[src/hdl/flmxh_pkg.sv]
// ----------------------------------------------------------------------------
// flmxh_pkg
// Shared constants, operation codes and controller/datapath interface types
// for the four-lane multiply-xor 64-bit hash.
// ----------------------------------------------------------------------------
package flmxh_pkg;

    localparam logic [63:0] K_PHI = 64'h9E3779B97F4A7C15;
    localparam logic [63:0] K_M1  = 64'h85EBCA77C2B2AE3D;
    localparam logic [63:0] K_M2  = 64'hBF58476D1CE4E5B9;
    localparam logic [63:0] K_M4  = 64'h94D049BB133111EB;

    localparam int unsigned ROT_LANE0 = 23;
    localparam int unsigned ROT_LANE1 = 47;
    localparam int unsigned ROT_LANE2 = 13;
    localparam int unsigned ROT_LANE3 = 37;

    localparam int unsigned SH_FIN1 = 29;
    localparam int unsigned SH_FIN2 = 31;
    localparam int unsigned SH_FIN3 = 37;
    localparam int unsigned SH_FIN4 = 41;

    typedef enum logic [3:0] {
        OP_BASE,
        OP_LANE0,
        OP_LANE1,
        OP_LANE2,
        OP_LANE3,
        OP_WORD,
        OP_FIN1,
        OP_FIN2,
        OP_FIN3
    } op_t;

    typedef struct packed {
        logic load_first;
        logic load_word;
        logic mul_start;
        op_t  mul_op;
        logic advance;
        logic out_load;
    } cmd_t;

    typedef struct packed {
        logic in_message;
        logic zero_len;
        logic last_word;
        logic mul_done;
        logic out_busy;
    } stat_t;

    function automatic logic [63:0] rotl64(input logic [63:0] v, input int unsigned k);
        return (v << k) | (v >> (64 - k));
    endfunction

endpackage

[src/hdl/flmxh_mul64.sv]
// ----------------------------------------------------------------------------
// flmxh_mul64
// Low 64 bits of a 64 x 64 product, formed in four steps on one 32 x 32
// multiplier with a registered partial product.
// ----------------------------------------------------------------------------
module flmxh_mul64
(
    input  logic        clk,
    input  logic        rst_n,
    input  logic        start,
    input  logic [63:0] a,
    input  logic [63:0] b,
    output logic        done,
    output logic [63:0] result
);

    localparam logic [1:0] STEP_LL   = 2'd0;
    localparam logic [1:0] STEP_LH   = 2'd1;
    localparam logic [1:0] STEP_HL   = 2'd2;
    localparam logic [1:0] STEP_LAST = 2'd3;

    logic        busy_reg;
    logic        done_reg;
    logic [1:0]  step_reg;
    logic [63:0] a_reg;
    logic [63:0] b_reg;
    logic [63:0] prod_reg;
    logic [63:0] res_reg;
    logic [31:0] mul_a;
    logic [31:0] mul_b;
    logic [63:0] prod_next;

    assign mul_a     = (step_reg == STEP_HL) ? a_reg[63:32] : a_reg[31:0];
    assign mul_b     = (step_reg == STEP_LH) ? b_reg[63:32] : b_reg[31:0];
    assign prod_next = mul_a * mul_b;

    always_ff @(posedge clk or negedge rst_n)
    begin
        if (!rst_n)
        begin
            busy_reg <= 1'b0;
            done_reg <= 1'b0;
            step_reg <= STEP_LL;
        end
        else
        begin
            done_reg <= 1'b0;
            if (start)
            begin
                busy_reg <= 1'b1;
                step_reg <= STEP_LL;
            end
            else if (busy_reg)
            begin
                step_reg <= step_reg + 2'd1;
                if (step_reg == STEP_LAST)
                begin
                    busy_reg <= 1'b0;
                    done_reg <= 1'b1;
                end
            end
        end
    end

    always_ff @(posedge clk)
    begin
        if (start)
        begin
            a_reg <= a;
            b_reg <= b;
        end
        if (busy_reg)
        begin
            prod_reg <= prod_next;
            unique case (step_reg)
                STEP_LH:
                begin
                    res_reg <= prod_reg;
                end
                STEP_HL, STEP_LAST:
                begin
                    res_reg[63:32] <= res_reg[63:32] + prod_reg[31:0];
                end
                default:
                begin
                    res_reg <= res_reg;
                end
            endcase
        end
    end

    assign done   = done_reg;
    assign result = res_reg;

`ifndef NO_ASSERTIONS
    a_no_start_busy: assert property (@(posedge clk) disable iff (!rst_n)
        start |-> !busy_reg)
        else $error("Multiplier started while busy.");

    a_done_pulse: assert property (@(posedge clk) disable iff (!rst_n)
        done |=> !done)
        else $error("Multiplier done held longer than one cycle.");
`endif

endmodule

[src/hdl/flmxh_datapath.sv]
// ----------------------------------------------------------------------------
// flmxh_datapath
// Message state, lane accumulators, operand selection for the shared
// multiplier, finalizer registers and the output word register.
// ----------------------------------------------------------------------------
module flmxh_datapath
#(
    parameter int LEN_BITS = 32
)
(
    input  logic               clk,
    input  logic               rst_n,
    input  flmxh_pkg::cmd_t    cmd,
    output flmxh_pkg::stat_t   stat,
    input  logic [63:0]        data_word,
    input  logic [31:0]        msg_length,
    input  logic [63:0]        seed_value,
    output logic [63:0]        hash_value,
    output logic               out_valid,
    input  logic               out_ready
);

    localparam int WI = LEN_BITS - 2;

    logic [63:0]         seed_reg;
    logic [LEN_BITS-1:0] len_reg;
    logic [63:0]         word_reg;
    logic [63:0]         base_reg;
    logic [63:0]         lane_reg [4];
    logic [63:0]         h_reg;
    logic [63:0]         out_reg;
    logic                out_valid_reg;
    logic                in_msg_reg;
    logic [WI-1:0]       word_index_reg;
    logic [WI-1:0]       total_reg;
    logic [WI-1:0]       block_reg;
    flmxh_pkg::op_t      op_reg;

    logic [63:0]         len_ext;
    logic [LEN_BITS-1:0] len_in;
    logic [WI-1:0]       total_next;
    logic [WI-1:0]       block_next;
    logic [WI-1:0]       total_m1;
    logic                last_word;
    logic [2:0]          rem;
    logic [63:0]         tail_mask;
    logic [63:0]         word_m;
    logic [1:0]          sel;
    logic [63:0]         rot_word;
    logic [63:0]         lane_x;
    logic [63:0]         lanes_xor;
    logic [63:0]         mul_a;
    logic [63:0]         mul_b;
    logic [63:0]         mul_res;
    logic                mul_done;

    assign len_ext    = {32'd0, msg_length};
    assign len_in     = len_ext[LEN_BITS-1:0];
    assign total_next = WI'(len_in >> 3) + {{(WI-1){1'b0}}, |len_in[2:0]};
    assign block_next = WI'((len_in >> 5) << 2);

    assign total_m1  = total_reg - {{(WI-1){1'b0}}, 1'b1};
    assign last_word = (word_index_reg == total_m1);
    assign rem       = len_reg[2:0];

    always_comb
    begin
        for (int i = 0; i < 8; i++)
        begin
            tail_mask[8*i +: 8] = (3'(i) < rem) ? 8'hFF : 8'h00;
        end
    end

    assign word_m = (last_word && (rem != 3'd0)) ? (word_reg & tail_mask) : word_reg;
    assign sel    = (word_index_reg < block_reg) ? word_index_reg[1:0] : 2'd0;

    always_comb
    begin
        unique case (sel)
            2'd0:    rot_word = flmxh_pkg::rotl64(word_m, flmxh_pkg::ROT_LANE0);
            2'd1:    rot_word = flmxh_pkg::rotl64(word_m, flmxh_pkg::ROT_LANE1);
            2'd2:    rot_word = flmxh_pkg::rotl64(word_m, flmxh_pkg::ROT_LANE2);
            default: rot_word = flmxh_pkg::rotl64(word_m, flmxh_pkg::ROT_LANE3);
        endcase
    end

    assign lane_x    = lane_reg[sel] ^ rot_word;
    assign lanes_xor = lane_reg[0] ^ lane_reg[1] ^ lane_reg[2] ^ lane_reg[3];

    always_comb
    begin
        unique case (cmd.mul_op)
            flmxh_pkg::OP_BASE:
            begin
                mul_a = {{(64-LEN_BITS){1'b0}}, len_reg};
                mul_b = flmxh_pkg::K_PHI;
            end
            flmxh_pkg::OP_LANE0:
            begin
                mul_a = base_reg;
                mul_b = flmxh_pkg::K_PHI;
            end
            flmxh_pkg::OP_LANE1:
            begin
                mul_a = base_reg;
                mul_b = flmxh_pkg::K_M1;
            end
            flmxh_pkg::OP_LANE2:
            begin
                mul_a = base_reg;
                mul_b = flmxh_pkg::K_M2;
            end
            flmxh_pkg::OP_LANE3:
            begin
                mul_a = base_reg;
                mul_b = flmxh_pkg::K_M4;
            end
            flmxh_pkg::OP_WORD:
            begin
                mul_a = lane_x;
                mul_b = flmxh_pkg::K_PHI;
            end
            flmxh_pkg::OP_FIN1:
            begin
                mul_a = lanes_xor ^ (lanes_xor >> flmxh_pkg::SH_FIN1);
                mul_b = flmxh_pkg::K_M1;
            end
            flmxh_pkg::OP_FIN2:
            begin
                mul_a = h_reg ^ (h_reg >> flmxh_pkg::SH_FIN2);
                mul_b = flmxh_pkg::K_M2;
            end
            flmxh_pkg::OP_FIN3:
            begin
                mul_a = h_reg ^ (h_reg >> flmxh_pkg::SH_FIN3);
                mul_b = flmxh_pkg::K_PHI;
            end
            default:
            begin
                mul_a = 64'd0;
                mul_b = 64'd0;
            end
        endcase
    end

    flmxh_mul64 u_mul
    (
        .clk    (clk),
        .rst_n  (rst_n),
        .start  (cmd.mul_start),
        .a      (mul_a),
        .b      (mul_b),
        .done   (mul_done),
        .result (mul_res)
    );

    always_ff @(posedge clk or negedge rst_n)
    begin
        if (!rst_n)
        begin
            in_msg_reg     <= 1'b0;
            word_index_reg <= '0;
            out_valid_reg  <= 1'b0;
            op_reg         <= flmxh_pkg::OP_BASE;
        end
        else
        begin
            if (cmd.load_first)
            begin
                in_msg_reg     <= (len_in != '0);
                word_index_reg <= '0;
            end
            else if (cmd.advance)
            begin
                word_index_reg <= word_index_reg + {{(WI-1){1'b0}}, 1'b1};
                if (last_word)
                begin
                    in_msg_reg <= 1'b0;
                end
            end
            if (cmd.mul_start)
            begin
                op_reg <= cmd.mul_op;
            end
            if (cmd.out_load)
            begin
                out_valid_reg <= 1'b1;
            end
            else if (out_ready)
            begin
                out_valid_reg <= 1'b0;
            end
        end
    end

    always_ff @(posedge clk)
    begin
        if (cmd.load_first)
        begin
            seed_reg  <= seed_value;
            len_reg   <= len_in;
            word_reg  <= data_word;
            total_reg <= total_next;
            block_reg <= block_next;
        end
        else if (cmd.load_word)
        begin
            word_reg <= data_word;
        end
        if (mul_done)
        begin
            unique case (op_reg)
                flmxh_pkg::OP_BASE:  base_reg    <= seed_reg ^ mul_res;
                flmxh_pkg::OP_LANE0: lane_reg[0] <= mul_res;
                flmxh_pkg::OP_LANE1: lane_reg[1] <= mul_res;
                flmxh_pkg::OP_LANE2: lane_reg[2] <= mul_res;
                flmxh_pkg::OP_LANE3: lane_reg[3] <= mul_res;
                flmxh_pkg::OP_WORD:  lane_reg[sel] <= mul_res;
                flmxh_pkg::OP_FIN1,
                flmxh_pkg::OP_FIN2,
                flmxh_pkg::OP_FIN3:  h_reg <= mul_res;
                default:             h_reg <= h_reg;
            endcase
        end
        if (cmd.out_load)
        begin
            out_reg <= h_reg ^ (h_reg >> flmxh_pkg::SH_FIN4);
        end
    end

    assign stat.in_message = in_msg_reg;
    assign stat.zero_len   = (len_reg == '0);
    assign stat.last_word  = last_word;
    assign stat.mul_done   = mul_done;
    assign stat.out_busy   = out_valid_reg;

    assign hash_value = out_reg;
    assign out_valid  = out_valid_reg;

`ifndef NO_ASSERTIONS
    a_no_overwrite: assert property (@(posedge clk) disable iff (!rst_n)
        cmd.out_load |-> !out_valid_reg)
        else $error("Output word overwritten before it was taken.");

    a_advance_in_msg: assert property (@(posedge clk) disable iff (!rst_n)
        cmd.advance |-> in_msg_reg)
        else $error("Word index advanced outside a message.");
`endif

endmodule

[src/hdl/flmxh_ctrl.sv]
// ----------------------------------------------------------------------------
// flmxh_ctrl
// Sequencer that accepts input words and steps the datapath through seeding,
// lane updates and the finalizer, one multiplication at a time.
// ----------------------------------------------------------------------------
module flmxh_ctrl
(
    input  logic              clk,
    input  logic              rst_n,
    input  logic              in_valid,
    input  logic              in_first,
    output logic              in_ready,
    output flmxh_pkg::cmd_t   cmd,
    input  flmxh_pkg::stat_t  stat
);

    localparam logic [3:0] S_IDLE  = 4'd0;
    localparam logic [3:0] S_BASE  = 4'd1;
    localparam logic [3:0] S_LANE0 = 4'd2;
    localparam logic [3:0] S_LANE1 = 4'd3;
    localparam logic [3:0] S_LANE2 = 4'd4;
    localparam logic [3:0] S_LANE3 = 4'd5;
    localparam logic [3:0] S_WORD  = 4'd6;
    localparam logic [3:0] S_FIN1  = 4'd7;
    localparam logic [3:0] S_FIN2  = 4'd8;
    localparam logic [3:0] S_FIN3  = 4'd9;
    localparam logic [3:0] S_OUT   = 4'd10;

    logic [3:0] state_reg;
    logic [3:0] state_next;
    logic       issued_reg;
    logic       issued_next;
    logic       accept;
    logic       is_mul;

    assign in_ready = (state_reg == S_IDLE);
    assign accept   = in_valid && in_ready;

    always_comb
    begin
        cmd         = '0;
        cmd.mul_op  = flmxh_pkg::OP_BASE;
        is_mul      = 1'b1;
        state_next  = state_reg;
        issued_next = issued_reg;

        unique case (state_reg)
            S_IDLE:
            begin
                is_mul = 1'b0;
                if (accept)
                begin
                    if (in_first)
                    begin
                        cmd.load_first = 1'b1;
                        state_next     = S_BASE;
                    end
                    else if (stat.in_message)
                    begin
                        cmd.load_word = 1'b1;
                        state_next    = S_WORD;
                    end
                end
            end
            S_BASE:  cmd.mul_op = flmxh_pkg::OP_BASE;
            S_LANE0: cmd.mul_op = flmxh_pkg::OP_LANE0;
            S_LANE1: cmd.mul_op = flmxh_pkg::OP_LANE1;
            S_LANE2: cmd.mul_op = flmxh_pkg::OP_LANE2;
            S_LANE3: cmd.mul_op = flmxh_pkg::OP_LANE3;
            S_WORD:  cmd.mul_op = flmxh_pkg::OP_WORD;
            S_FIN1:  cmd.mul_op = flmxh_pkg::OP_FIN1;
            S_FIN2:  cmd.mul_op = flmxh_pkg::OP_FIN2;
            S_FIN3:  cmd.mul_op = flmxh_pkg::OP_FIN3;
            S_OUT:
            begin
                is_mul = 1'b0;
                if (!stat.out_busy)
                begin
                    cmd.out_load = 1'b1;
                    state_next   = S_IDLE;
                end
            end
            default:
            begin
                is_mul     = 1'b0;
                state_next = S_IDLE;
            end
        endcase

        if (is_mul)
        begin
            if (!issued_reg)
            begin
                cmd.mul_start = 1'b1;
                issued_next   = 1'b1;
            end
            else if (stat.mul_done)
            begin
                issued_next = 1'b0;
                unique case (state_reg)
                    S_BASE:  state_next = S_LANE0;
                    S_LANE0: state_next = S_LANE1;
                    S_LANE1: state_next = S_LANE2;
                    S_LANE2: state_next = S_LANE3;
                    S_LANE3: state_next = stat.zero_len ? S_FIN1 : S_WORD;
                    S_WORD:
                    begin
                        cmd.advance = 1'b1;
                        state_next  = stat.last_word ? S_FIN1 : S_IDLE;
                    end
                    S_FIN1:  state_next = S_FIN2;
                    S_FIN2:  state_next = S_FIN3;
                    S_FIN3:  state_next = S_OUT;
                    default: state_next = S_IDLE;
                endcase
            end
        end
    end

    always_ff @(posedge clk or negedge rst_n)
    begin
        if (!rst_n)
        begin
            state_reg  <= S_IDLE;
            issued_reg <= 1'b0;
        end
        else
        begin
            state_reg  <= state_next;
            issued_reg <= issued_next;
        end
    end

`ifndef NO_ASSERTIONS
    a_done_when_waiting: assert property (@(posedge clk) disable iff (!rst_n)
        stat.mul_done |-> (issued_reg && state_reg != S_IDLE && state_reg != S_OUT))
        else $error("Multiplier finished with no operation pending.");
`endif

endmodule

[src/hdl/four_lane_multiply_xor_hash64.sv]
// ----------------------------------------------------------------------------
// four_lane_multiply_xor_hash64
// Streaming four-lane multiply-xor hash producing one 64-bit hash per message.
// ----------------------------------------------------------------------------
// The input stream carries one message word per handshake. A word with
// s_axis_tuser set starts a message and also supplies the seed and the total
// byte length; later words carry only data. A start word of length zero yields
// the hash of the empty message without further words, and a start word in the
// middle of a message drops that message. Words outside a message are taken
// and discarded.
// Each 64-bit product is formed on one shared 32 x 32 multiplier in four
// steps, one multiplication at a time. A data word takes one multiplication;
// a start word first seeds the base and the four lanes and then takes its own
// data. After the last word the finalizer runs before the hash word appears
// on the output channel.
// The hash sits in an output register until taken; input words keep being
// accepted while it waits. If it is still waiting when the next hash is ready,
// the block holds that hash and takes no input until the register is free.
// Reset empties the output register and leaves the block outside any message.
// ----------------------------------------------------------------------------
module four_lane_multiply_xor_hash64
#(
    parameter int LEN_BITS = 32
)
(
    input  logic         clk,
    input  logic         rst_n,
    input  logic         s_axis_tvalid,
    output logic         s_axis_tready,
    input  logic [159:0] s_axis_tdata,  // data_word[63:0], msg_length[95:64], seed_value[159:96]
    input  logic [0:0]   s_axis_tuser,  // first_word[0]
    output logic         m_axis_tvalid,
    input  logic         m_axis_tready,
    output logic [63:0]  m_axis_tdata   // hash_value[63:0]
);

    flmxh_pkg::cmd_t  cmd;
    flmxh_pkg::stat_t stat;

    flmxh_ctrl u_ctrl
    (
        .clk      (clk),
        .rst_n    (rst_n),
        .in_valid (s_axis_tvalid),
        .in_first (s_axis_tuser[0]),
        .in_ready (s_axis_tready),
        .cmd      (cmd),
        .stat     (stat)
    );

    flmxh_datapath #(
        .LEN_BITS (LEN_BITS)
    ) u_datapath
    (
        .clk        (clk),
        .rst_n      (rst_n),
        .cmd        (cmd),
        .stat       (stat),
        .data_word  (s_axis_tdata[63:0]),
        .msg_length (s_axis_tdata[95:64]),
        .seed_value (s_axis_tdata[159:96]),
        .hash_value (m_axis_tdata),
        .out_valid  (m_axis_tvalid),
        .out_ready  (m_axis_tready)
    );

endmodule
[config.mk]
export PLATFORM = sky130hd
export DESIGN_NAME = four_lane_multiply_xor_hash64
export DESIGN_NICKNAME = d
export VERILOG_FILES = /design/src/hdl/flmxh_pkg.sv /design/src/hdl/flmxh_mul64.sv /design/src/hdl/flmxh_datapath.sv /design/src/hdl/flmxh_ctrl.sv /design/src/hdl/four_lane_multiply_xor_hash64.sv
export SDC_FILE = /design/constraint.sdc
export NUM_CORES = 2
export LEC_CHECK = 0
export CELL_PAD_IN_SITES_DETAIL_PLACEMENT = 1
export CELL_PAD_IN_SITES_GLOBAL_PLACEMENT = 2
export CORE_UTILIZATION = 40
export DETAILED_ROUTE_END_ITERATION = 8
export DONT_BUFFER_PORTS = 1
export PLACE_DENSITY = 0.76
export SYNTH_ARGS = -nofsm -noshare
export SYNTH_HDL_FRONTEND = slang
export SYNTH_SLANG_ARGS = --single-unit
[constraint.sdc]
create_clock -name clk -period 9.3 [get_ports clk]
set_input_delay 0.465 -clock clk [delete_from_list [all_inputs] [get_ports clk]]
set_output_delay 0.465 -clock clk [all_outputs]
set_load 0.03 [all_outputs]
# After elaboration in Yosys (flattened, before gate mapping)
# Memories as Yosys holds them, arrays and structs flattened.
# Cells that the tools add are included.
# word_totals
reg_bits,710
latch_bits,0
mem_bits_rw,256
romBits,0
in_bits,165
out_inout_bits,66
wordCells,204
n_memories,1
# classes
n_addsub,5
n_mul,1
n_div,0
magnitude_cmp,9
eq_ne,32
shift,0
mux,88
n_bitwise,14
n_reduce_logical,32
# memory_table
memory,depth,word_bits,rd,rd_clocked_by_memory_dff,wr,line_no,text
u_datapath.lane_reg,4,64,5,0,1,flmxh_datapath.sv:29,logic [63:0] lane_reg [4];
# ops
cell,n
$mux 64,7
$pmux 64 s6,1
$xor 64x64->64,5
$pmux 64 s4,1
$reduce_or 64->1,4
$pmux 64 s3,1
$and 64x64->64,1
$mul 32x32->64,1
$mux 32,2
$mux 8,8
$or 64x13->64,1
$or 64x23->64,1
$or 64x37->64,1
$or 64x47->64,1
$pmux 32 s2,1
$xor 64x23->64,1
$xor 64x27->64,1
$xor 64x33->64,1
$xor 64x35->64,1
$mux 30,2
$eq 4x3->1 const B,12
$mux 1,45
$pmux 4 s9,1
$add 32x32->32,1
31 further kinds,80

# Longest topological paths before layout
# logic_depth
depth_word,9
mapped_depth,35

# By module
# A second synthesis with hierarchy kept.
# hier_totals
cells_unflattened,7119
area_unflattened_um2,77182.8
# modules_own_cells
module,instances,cells_each,area_per_inst_um2
flmxh_mul64,1,4355,42968.7
flmxh_datapath,1,2700,33676.0
flmxh_ctrl,1,64,538.0

# Least setup slack after synthesis
# OpenSTA, ideal clock, no wires.
# synth_timing
kind,reg-to-reg
from,register u_datapath.u_mul.step_reg[0]
to,register u_datapath.u_mul.prod_reg[63] (data pin)
setup_time_ns,0.266
t_arrival_ns,9.071
path_slack_ns,-0.037
path_stages_with_launch,32
synth_period_minus_slack_ns,9.337
cell_sequence,dfrtp_1 inv_1 ha_1 clkbuf_1 buf_1 mux2i_1 clkbuf_1 nor2_1 fa_1 fa_1 fa_1 inv_1 fa_1 inv_1 fa_1 fa_1 fa_1 inv_1 fa_1 inv_1 ha_1 nand2_1 or2_2 o21bai_1 a211oi_1 a211oi_1 o31ai_1 nand2_1 o31ai_1 a21oi_1 o41ai_1 xnor2_1
# synth_via
elab_chain_cells,3
# synth_lines
item,line_no,text
"start, declared",flmxh_mul64.sv:24,logic [1:0] step_reg;
"start signal, assigned",flmxh_mul64.sv:55,step_reg <= step_reg + 2'd1;
$eq 2x2->1 / $eq 2x1->1 (equally long branches),"flmxh_mul64.sv:33, flmxh_mul64.sv:34",
"$mux 32, on equally long branches","flmxh_mul64.sv:33, flmxh_mul64.sv:34",
$mul 32x32->64 (*),flmxh_mul64.sv:35,assign prod_next = mul_a * mul_b;
net u_datapath.u_mul.prod_next[63],flmxh_mul64.sv:31,logic [63:0] prod_next;
"end signal, assigned",flmxh_mul64.sv:74,prod_reg <= prod_next;
"end, declared",flmxh_mul64.sv:27,logic [63:0] prod_reg;
# Mark *: on every way through the listed nets, which the timed path passes. The rest lies on a longest branch.
# A chain may end at the register's enable or synchronous reset.

# Final worst setup path
# layout_timing
from,register u_datapath.u_mul.step_reg[0]
to,register u_datapath.u_mul.prod_reg[60] (data pin)
# The elaborated chain is that of the path after synthesis.

==> results.tsv <==
metric	value	unit
status	finished, violations left	
violations	design-rule violations	
cts_tree	built	
h-tree-depth	3	
fin_util	45.95	%
synth-seq-cells	890	
post-route-period-util	97.76	%
grt_setup_unrepaired	true	
hold_viol	0	
port_buffers	0	
syn-cell-area	0.07488	mm^2
routedWlPerCell	30.68	um
yosys.area_share.adder	29.46	%
drtIter0Drc	6393	
relSlewSlack	2.172	%
die_h	434.7	um
final_layout_size_suffix_gt1_share	9.627	%
use_met1	43.17	%
insertion_delay	0.73	ns
synth_top_area_share	33.88	%
worst-setup-path-type	reg2reg	
drv_slew	0	
synth_compound_area_share	8.401	%
setup_viol	0	
grt_use_total	32.10	%
die_w	434.7	um
hpwl	234800	um
synthTopCellsByArea	edfxtp_1, fa_1, ha_1, inv_1, nor2_1	
ios	231	
synth_top_family_by_area	adder cells	
area_delta_synth_final	13.89	%
clk_pin_slew	0.07	ns
end_kind	register	
critical_path.max_fanout	9	
crit_required	9.75	ns
grt_pass1_wl	432200	um
worstPathArrival	9.54	ns
num_rows	158	
grt_use_met3	6.685	%
grt_max_degree	84	
drc	2	
design_area	0.08529	mm^2
yosys.area_share.simple	11.60	%
worstMarginPinSlew	1.461	ns
root_buffer	clkbuf_16	
syn_nets	8438	
antenna_found_initial	20	
fin_worst_skew	0.03428	ns
critical-path-max-stage-delay	0.54	ns
max_freq	110.0	MHz
via_per_inst	5.828	
numCtsBuffers	87	
routabilityCongestion	0.9590	
placed_cell_area	0.08000	mm^2
synthMuxAreaShare	2.214	%
synthFlopType	edfxtp_1	
clockBufferDepth	3	
via_count	57730	
synthArstFlopShare	5.056	%
use_met2	50.52	%
yosysTopAreaCell	edfxtp_1	
ys_seq_area_share	35.39	%
crit_top_cell	fa_1	
largest_reg_flops	256	
ant_nets	0	
dieArea	0.1889	mm^2
start_util	40.34	%
synth_edf_count	845	
grt_overflow_total	0	
nets	8732	
cts_sinks	890	
routed_wl	303900	um
slowest_stage	fa_1	
synth.distinct_cells	90	
synth_xor_area_share	6.503	%
final.min_clock_period	9.091	ns
first_pass_iters	9	
fp.coreArea	0.1856	mm^2
hold_class	in2reg	
synth_cells	7048	
ys.warnings.count	0	
grt.busiest_layer	met2	
grt_pass1_vias	60250	
syn_area_per_cell	10.62	um^2
maxCapViolCount	0	
start_kind	register	
## stage by stage
step | TNS [ns] | worst slack (ns) | hold slack (ns) | std cells
3_5_place_dp | -5.038 | -0.7153 | 0.1718 | 9547
4_1_cts | 0 | 0.007566 | 0.00007722 | 9882
5_1_grt | -0.05710 | -0.03497 | 0.02501 | 9899
2_1_floorplan | 0 | 0.02825 | 0.1694 | 7048
6_report | 0 | 0.2086 | 0.03332 | 9906
3_3_place_gp | -4.297 | -0.6137 | 0.1719 | 9547
## final timing paths
path	endpoint	start	cells after the start	slack [ns]
worst max-delay path	u_datapath.u_mul.prod_reg[60]$_DFFE_PP_	u_datapath.u_mul.step_reg[0]$_DFFE_PN0P_	35	0.21
worst min-delay path	u_datapath.total_reg[28]$_DFFE_PP_	s_axis_tdata[95]	2	0.03
worst max register to register	u_datapath.u_mul.prod_reg[60]$_DFFE_PP_	u_datapath.u_mul.step_reg[0]$_DFFE_PN0P_	35	0.21
worst min register to register	u_datapath.hash_value[28]$_DFFE_PP_	u_datapath.h_reg[28]$_DFFE_PP_	0	0.48
max in group asynchronous	u_datapath.word_index_reg[1]$_DFFE_PN0P_	rst_n	2	8.66
min in group asynchronous	u_ctrl.state_reg[3]$_DFF_PN0_	rst_n	2	0.32
## cell families after synthesis
family,after synthesis
xor+xnor,556
buf+inv,1280
other cells,1
compound gates,948
mux,159
simple gates,1989
fa+ha+maj,1225
flops,890
## timing repair
action | CTS | global route
hold endpoints to repair | 234 | 0
pin swaps | 1 | 10
setup buffers | 8 | 12
setup endpoints to repair | 15 | 14
gates cloned | 0 | 3
gates resized for setup | 20 | 73
hold buffers | 163 | 0
## area by class of cell
class | instances | area (um^2)
multi-input cells | 4878 | 44160
inverters | 942 | 3541
clock inverters | 68 | 745.7
diodes | 9 | 22.52
fillers | 20150 | 100300
well taps | 2480 | 3103
flip-flops and latches | 890 | 26510
repair buffers | 543 | 4975
clock buffers | 96 | 2232
## layer usage
| layer | up-vias | wire length (um) | share of wire (%) |
|---|---|---|---|
| met5 | - | 27 | 0.0089 |
| met4 | 4 | 14020 | 4.6 |
| met3 | 543 | 27540 | 9.1 |
| met2 | 2704 | 139100 | 46 |
| met1 | 30420 | 123200 | 41 |
| li1 | 24070 | - | - |
## placed cells by master (no fill, tap or decap), types with 19 or more instances in the layout
master / count
inv_1: 937
fa_1: 893
edfxtp_1: 845
nor2_1: 716
nand2_1: 693
buf_4: 335
ha_1: 323
xnor2_1: 298
xor2_1: 258
a21oi_1: 205
o21ai_0: 190
dlygate4sd3_1: 162
nand3_1: 156
nor3_1: 93
clkbuf_16: 91
a31oi_1: 90
o221ai_1: 84
mux2i_1: 83
and2_1: 78
a21o_1: 65
mux2_2: 52
dfrtp_1: 40
nand2b_1: 39
nand4_1: 34
a221oi_1: 34
buf_12: 30
o22ai_1: 27
and3_1: 24
nor4_1: 23
a222oi_1: 23
a211oi_1: 21
a221o_1: 21
clkinv_1: 21
nor2b_1: 20
o21bai_1: 20
or3_1: 20
mux2i_2: 19
## synthesized netlist by cell type, drive strengths merged (21+ instances only)
library cell	count
nor2b	27
a221oi	34
a31oi	92
nor4	27
nand4	35
a21oi	221
fa	897
nand2	702
o221ai	84
clkbuf	309
buf	29
and3	24
a211oi	24
a221o	21
ha	328
nand3	160
o22ai	28
nand2b	40
mux2i	106
nor2	729
xnor2	298
a222oi	23
dfrtp	45
inv	940
edfxtp	845
xor2	258
a21o	66
nor3	99
o21ai	197
mux2	53
and2	79
## worst max-delay path, delay by kind of cell (launching register included)
kind,cells,cell delay [ns]
adders and majority gates,10,4.50
AOI/OAI and AO/OA,8,1.54
DFF,1,0.45
and+or+nand+nor,3,0.58
buffers and inverters,12,1.44
xor gates and xnor gates,1,0.09
muxes,1,0.22
Power is left out: the tool's default activity adds up to more than one toggle a clock period on the data nets, which glitch-free logic cannot reach.
